### src/hw/rtl/mpcrt_pkg.sv
// Package for the modular power block: word width constant, sequencer state type and unit request struct.
// No dependencies.
`timescale 1ns / 1ps
`default_nettype none
package mpcrt_pkg;
	localparam int WORD_BITS = 64;

	typedef enum logic [2:0] {
		ST_IDLE,
		ST_REDUCE,
		ST_MUL,
		ST_NEXT,
		ST_DONE
	} state_t;

	// Request from the sequencer to the shared modular unit.
	typedef struct packed {
		logic start;
		logic reduce;
	} unit_ctl_t;
endpackage
`default_nettype wire

### src/hw/rtl/modular_power_by_crt_top.sv
// Modular power block, top level: handshakes, square-and-multiply sequencer, output register.
// Depends on mpcrt_pkg and mpcrt_modunit.
//
// Usage: s_axis carries one request per transaction; tdata holds base (low 64 bits),
// exponent and modulus. m_axis returns one result per request; tdata holds power_mod and
// tuser holds modulus_error. A modulus of zero returns 0 with the error flag set.
// The base is first reduced modulo the modulus. Every exponent bit then costs a square
// and, when set, a multiply through the single shared modular unit; a zero modulus
// skips the unit and goes straight to the done state. Requests are processed one at a
// time and s_axis_tready stays low meanwhile. The result waits in an output register
// while the receiver stalls, and a new request is taken only when that register is
// free. Reset empties the block.
`timescale 1ns / 1ps
`default_nettype none
module modular_power_by_crt_top #(
	parameter int WORD_BITS = mpcrt_pkg::WORD_BITS
) (
	input  wire logic         clk,
	input  wire logic         arst_n,
	input  wire logic         s_axis_tvalid,
	output logic              s_axis_tready,
	input  wire logic [191:0] s_axis_tdata,  // base, exponent, modulus
	output logic              m_axis_tvalid,
	input  wire logic         m_axis_tready,
	output logic [63:0]       m_axis_tdata,  // power_mod
	output logic              m_axis_tuser   // modulus_error
);
	localparam int W = WORD_BITS;
	localparam int EW = $clog2(W);

	mpcrt_pkg::state_t state_q, state_d;
	mpcrt_pkg::unit_ctl_t ctl;
	logic [W-1:0] x_q, e_q, m_q, r_q, u_a, u_b, u_m, u_res;
	logic [EW:0] bit_q;
	logic sq_q, u_done, out_valid_q, err_q;
	logic [63:0] out_data_q;
	logic in_acc;

	assign s_axis_tready = (state_q == mpcrt_pkg::ST_IDLE) && !out_valid_q;
	assign in_acc = s_axis_tvalid && s_axis_tready;

	// The reduction starts in the accepting cycle, before m_q holds the new modulus.
	assign u_m = (state_q == mpcrt_pkg::ST_IDLE) ? s_axis_tdata[128 +: W] : m_q;

	mpcrt_modunit #(.W(W)) u_unit (
		.clk(clk), .arst_n(arst_n), .ctl(ctl), .a(u_a), .b(u_b), .m(u_m),
		.done(u_done), .result(u_res)
	);

	always_comb begin
		state_d = state_q;
		case (state_q)
			mpcrt_pkg::ST_IDLE:
				if (in_acc)
					state_d = (s_axis_tdata[128 +: W] == '0) ? mpcrt_pkg::ST_DONE
						: mpcrt_pkg::ST_REDUCE;
			mpcrt_pkg::ST_REDUCE: if (u_done) state_d = mpcrt_pkg::ST_NEXT;
			mpcrt_pkg::ST_MUL: if (u_done) state_d = mpcrt_pkg::ST_NEXT;
			mpcrt_pkg::ST_NEXT:
				if (bit_q == (EW+1)'(W)) state_d = mpcrt_pkg::ST_DONE;
				else if (sq_q || e_q[bit_q[EW-1:0]]) state_d = mpcrt_pkg::ST_MUL;
			mpcrt_pkg::ST_DONE: state_d = mpcrt_pkg::ST_IDLE;
			default: state_d = mpcrt_pkg::ST_IDLE;
		endcase
	end

	always_comb begin
		ctl.start = 1'b0;
		ctl.reduce = 1'b0;
		u_a = r_q;
		u_b = x_q;
		case (state_q)
			mpcrt_pkg::ST_IDLE: begin
				ctl.start = in_acc && (s_axis_tdata[128 +: W] != '0);
				ctl.reduce = 1'b1;
				u_b = s_axis_tdata[W-1:0];
			end
			mpcrt_pkg::ST_NEXT: begin
				ctl.start = (bit_q != (EW+1)'(W)) && (sq_q || e_q[bit_q[EW-1:0]]);
				u_a = sq_q ? x_q : r_q;
				u_b = x_q;
			end
			default: ;
		endcase
	end

	always_ff @(posedge clk or negedge arst_n) begin
		if (!arst_n) begin
			state_q <= mpcrt_pkg::ST_IDLE;
			out_valid_q <= 1'b0;
		end else begin
			state_q <= state_d;
			if (state_q == mpcrt_pkg::ST_DONE)
				out_valid_q <= 1'b1;
			else if (m_axis_tready)
				out_valid_q <= 1'b0;
		end
	end

	// Sequence per exponent bit (LSB first): multiply r by x when the bit is set,
	// then square x. sq_q low means the multiply slot for the current bit.
	always_ff @(posedge clk) begin
		if (in_acc) begin
			e_q <= s_axis_tdata[64 +: W];
			m_q <= s_axis_tdata[128 +: W];
			r_q <= (s_axis_tdata[128 +: W] == W'(1)) ? '0 : W'(1);
			err_q <= (s_axis_tdata[128 +: W] == '0);
			bit_q <= '0;
			sq_q <= 1'b0;
		end
		if (state_q == mpcrt_pkg::ST_REDUCE && u_done)
			x_q <= u_res;
		if (state_q == mpcrt_pkg::ST_MUL && u_done) begin
			if (sq_q) begin
				x_q <= u_res;
				bit_q <= bit_q + 1'b1;
				sq_q <= 1'b0;
			end else begin
				r_q <= u_res;
				sq_q <= 1'b1;
			end
		end
		if (state_q == mpcrt_pkg::ST_NEXT && bit_q != (EW+1)'(W) && !sq_q
				&& !e_q[bit_q[EW-1:0]])
			sq_q <= 1'b1;
		if (state_q == mpcrt_pkg::ST_DONE)
			out_data_q <= err_q ? 64'd0 : 64'(r_q);
	end

	assign m_axis_tvalid = out_valid_q;
	assign m_axis_tdata = out_data_q;
	assign m_axis_tuser = err_q;

	a_busy_not_ready: assert property (@(posedge clk) disable iff (!arst_n)
		(state_q != mpcrt_pkg::ST_IDLE) |-> !s_axis_tready) else $error("ready while busy");
	a_done_sets_valid: assert property (@(posedge clk) disable iff (!arst_n)
		(state_q == mpcrt_pkg::ST_DONE) |=> m_axis_tvalid) else $error("result lost");
	a_err_zero: assert property (@(posedge clk) disable iff (!arst_n)
		(m_axis_tvalid && m_axis_tuser) |-> (m_axis_tdata == 64'd0)) else $error("bad error result");
endmodule
`default_nettype wire

### src/hw/rtl/mpcrt_modunit.sv
// Shared modular unit: one bit per cycle, either b mod m (restoring shift-subtract)
// or a*b mod m (double-and-add over b). Depends on mpcrt_pkg.
`timescale 1ns / 1ps
`default_nettype none
module mpcrt_modunit #(
	parameter int W = mpcrt_pkg::WORD_BITS
) (
	input  wire logic                   clk,
	input  wire logic                   arst_n,
	input  wire mpcrt_pkg::unit_ctl_t   ctl,
	input  wire logic [W-1:0]           a,
	input  wire logic [W-1:0]           b,
	input  wire logic [W-1:0]           m,
	output logic                        done,
	output logic [W-1:0]                result
);
	localparam int CW = $clog2(W + 1);

	logic [W-1:0] acc_q, a_q, b_q, m_q;
	logic [CW-1:0] cnt_q;
	logic busy_q, red_q, done_q;
	logic [W:0] sum_acc, dbl_a, shifted;
	logic [W-1:0] acc_add, a_dbl, rem_next;

	always_comb begin
		sum_acc = {1'b0, acc_q} + {1'b0, a_q};
		acc_add = (sum_acc >= {1'b0, m_q}) ? W'(sum_acc - {1'b0, m_q}) : sum_acc[W-1:0];
		dbl_a = {a_q, 1'b0};
		a_dbl = (dbl_a >= {1'b0, m_q}) ? W'(dbl_a - {1'b0, m_q}) : dbl_a[W-1:0];
		// Remainder step: shift in the next bit of the dividend, taken MSB first.
		shifted = {acc_q, b_q[W-1]};
		rem_next = (shifted >= {1'b0, m_q}) ? W'(shifted - {1'b0, m_q}) : shifted[W-1:0];
	end

	always_ff @(posedge clk or negedge arst_n) begin
		if (!arst_n) begin
			busy_q <= 1'b0;
			done_q <= 1'b0;
			cnt_q <= '0;
			red_q <= 1'b0;
		end else begin
			done_q <= 1'b0;
			if (ctl.start) begin
				busy_q <= 1'b1;
				red_q <= ctl.reduce;
				cnt_q <= CW'(W);
			end else if (busy_q) begin
				cnt_q <= cnt_q - 1'b1;
				if (cnt_q == CW'(1)) begin
					busy_q <= 1'b0;
					done_q <= 1'b1;
				end
			end
		end
	end

	always_ff @(posedge clk) begin
		if (ctl.start) begin
			acc_q <= '0;
			a_q <= a;
			b_q <= b;
			m_q <= m;
		end else if (busy_q) begin
			if (red_q) begin
				acc_q <= rem_next;
				b_q <= {b_q[W-2:0], 1'b0};
			end else begin
				if (b_q[0])
					acc_q <= acc_add;
				a_q <= a_dbl;
				b_q <= {1'b0, b_q[W-1:1]};
			end
		end
	end

	assign done = done_q;
	assign result = acc_q;

	a_done_after_busy: assert property (@(posedge clk) disable iff (!arst_n)
		done_q |-> $past(busy_q)) else $error("done without work");
	a_no_start_busy: assert property (@(posedge clk) disable iff (!arst_n)
		busy_q |-> !ctl.start) else $error("start while busy");
	a_acc_below_m: assert property (@(posedge clk) disable iff (!arst_n)
		done_q |-> (acc_q < m_q)) else $error("result not reduced");
endmodule
`default_nettype wire
### config.mk
export PLATFORM = sky130hd
export DESIGN_NAME = modular_power_by_crt_top
export DESIGN_NICKNAME = d
export VERILOG_FILES = /design/src/hw/rtl/mpcrt_pkg.sv /design/src/hw/rtl/modular_power_by_crt_top.sv /design/src/hw/rtl/mpcrt_modunit.sv
export SDC_FILE = /design/constraint.sdc
export NUM_CORES = 2
export LEC_CHECK = 0
export BUFFER_PORTS_ARGS = -buffer_cell sky130_fd_sc_hd__buf_2
export CAP_MARGIN = 20
export CORE_MARGIN = 8
export CORE_UTILIZATION = 28
export CTS_BUF_LIST = sky130_fd_sc_hd__clkbuf_4 sky130_fd_sc_hd__clkbuf_8
export DETAILED_ROUTE_END_ITERATION = 10
export PLACE_DENSITY_LB_ADDON = 0.12
export SETUP_SLACK_MARGIN = 0.3
export SYNTH_ARGS = -nofsm -noshare
export SYNTH_HDL_FRONTEND = slang
export SYNTH_HIERARCHICAL = 1
export SYNTH_SLANG_ARGS = --single-unit
### constraint.sdc
create_clock -name clk -period 20.5 [get_ports clk]
set_clock_uncertainty 0.05 [all_clocks]
set_input_delay 2.05 -clock clk [delete_from_list [all_inputs] [get_ports clk]]
set_output_delay 2.05 -clock clk [all_outputs]
set_load 0.005 [all_outputs]
==> run summary <==
status: finished clean
die width: 401.0 um
Hold Fails Final Rpt: 0
synth top area cells: edfxtp_1 28%, dfxtp_1 9.6%, mux2_2 8.5%, ha_1 7.8%, a21oi_1 4.4%
TritonCTS clock tree: done
final worst path period share: 41.84%
number of flops mapped to enable cells by yosys: 385
Async S/R FF share, synth: 2.337%
Final min period: 8578 ps
routed via count: 34350
fmax: 0.1166 GHz
FF+latch count, synth: 599
Top-Level Pins: 263
FF/Latch Area: 15920 um2
WHS Path Cells: 1
number of global-route vias before repair: 33870
CTS Hold Bufs: 0
first-pass GRT wire length: 227400 um
hpwl dp: 121900 um
most frequent cells in the layout: 398 x nand2_1, 385 x edfxtp_1, 367 x a21oi_1
Row Count: 141
Max Slew Vio Count: 0
post-synth net total: 4784
Max Cap Violations: 0
Placer Congestion: 0.9458
Worst Path Arrival: 9200 ps
sequential-to-total area share from yosys stat: 38.35%
FILL cells: 15470
Slew HR: 24.99%
worst endpoint required time: 21120 ps
Worst Tran Pin Value: 1117 ps
largest net degree at the start of global routing: 111
initial antenna violation count: 32
Worst-path clk slew: 60 ps
First-pass DRT Iterations: 6
placed cells: 6308
slowest stage delay, CP: 950 ps
CTS H-Tree Depth: 3
worst-path fanout max: 50
Starting Density: 28.13%
area of the multi-input gates: 24110 um2
Reg2Reg Depth: 25
post-synth top area share: 27.86%
most common cell after layout, fill and taps aside: nand2_1
Routed WL per cell: 23.74 um
worst setup path category: register to register
Crit-path slowest cell: nor4_1
setup tns final: 0 ps
Synth Instances: 4324
most area-hungry cell type in the Yosys netlist: edfxtp_1
mean area per synthesized cell: 9.596 um2
final hold slack: 424.4 ps
DRT iter0 DRCs: 2793
Final nets: 4957
DRC: 0
Setup crit start kind: register
synthesis-to-finish area growth: 13.76%
ANT nets after route: 0
Port Buffers: 262
global route overflow: 0
Total GRT Usage: 18.48%
core area: 147500 um2
Yosys cell types: 92
Clock Tree Root: clkbuf_8
CTS max path bufs: 3
crit path capture type: register
final WL: 155500 um
Post-Layout Cell Count: 6547
worst-skew pair later-pin latency: 880 ps
post-synthesis cell area: 41490 um2
min-delay worst type: register to register
clock sinks: 599
CTS Buf Count: 116
Via density: 5.247
Resized Gates After CTS: 0
Die H: 401.0 um
setup bufs post-CTS: 0
RSZ-0062 raised after global routing: no
die area: 160800 um2
main flop type after synthesis: edfxtp_1
Setup Viol. Count Final: 0
Syn. warnings: 6
fraction of layout instances using a drive strength above 1: 19.10%
[synthesized netlist by cell type, drive strengths merged (123+ instances only)]
library cell	n
mux2	319
mux2i	123
nor2	219
o21ai	294
ha	260
clkbuf	186
dfxtp	200
edfxtp	385
inv	145
a21o	146
nand2	399
xnor2	134
a21oi	370
[per-layer routing]
layer  vias to the layer above  GRT usage (%)  wire length [um]
li1                      16590              -                 -
met5                         -              0               203
met2                      1040          26.40             62360
met1                     16450          28.07             79030
met3                       242          3.533              9748
met4                        30          4.906              4111
[path summary, 6_finish.rpt]
path | startpoint | to | slack [ps]
min in group asynchronous | arst_n | u_unit/cnt_q[2]$_DFFE_PN0P_ | 1090
setup / recovery | u_unit/a_q[0]$_DFFE_PP_ | u_unit/result[38]$_SDFFE_PP0P_ | 11920
max in group asynchronous | arst_n | state_q[1]$_DFFE_PN0P_ | 18930
setup reg to reg | u_unit/a_q[0]$_DFFE_PP_ | u_unit/result[38]$_SDFFE_PP0P_ | 11920
hold reg to reg | bit_q[6]$_DFF_P_ | bit_q[6]$_DFF_P_ | 420
hold / removal | bit_q[6]$_DFF_P_ | bit_q[6]$_DFF_P_ | 420
[state kept, by name, summed over array words and instances (netlist names), 64 cells and up]
register,cells
u_unit/m_q,64
e_q,64
m_axis_tdata,64
u_unit/result,64
m_q,64
u_unit/a_q,64
u_unit/b_q,64
r_q,64
x_q,64
[layout make-up]
type | count | share of cell area (%)
Tap cell | 1930 | 5.115
Clock inverter | 46 | 0.9913
Antenna cell | 19 | 0.1007
Multi-Input combinational cell | 3334 | 51.06
Clock buffer | 173 | 4.381
Inverter | 145 | 1.164
Timing Repair Buffer | 301 | 3.459
Sequential cell | 599 | 33.72
[worst max-delay path, delay by kind of cell (launching register included)]
kind | cells | cell delay [ps]
XOR/XNOR | 1 | 390
buffers and inverters | 2 | 1130
multiplexers | 1 | 410
adder cells (fa/ha/maj) | 3 | 1060
AND/OR/NAND/NOR | 6 | 2110
AO/OA/AOI/OAI | 12 | 2700
flip-flops | 1 | 440
[through the flow]
step	utilization (%)	setup slack [ps]	instance area (um2)
global route	31.98	11560	47160
CTS	31.96	11910	47130
finish	32.01	11920	47210
global placement	30.23	11900	44580
detailed placement	30.24	11960	44600
floorplan	-	11940	41490
[cells by family (layout without fill, tap and decap cells)]
family,after synthesis,count (layout),share of synthesized area (%)
compound gates,1290,1290,20.13
other cells,0,19,0
fa+ha+maj,264,264,8.033
flops,599,599,38.35
xor+xnor,243,243,5.129
buf+inv,391,665,3.793
mux,449,449,12.00
simple gates,1088,1088,12.56
Power is not shown: default switching activity piles up to over one toggle a cycle in this logic, so the estimate is an artifact.
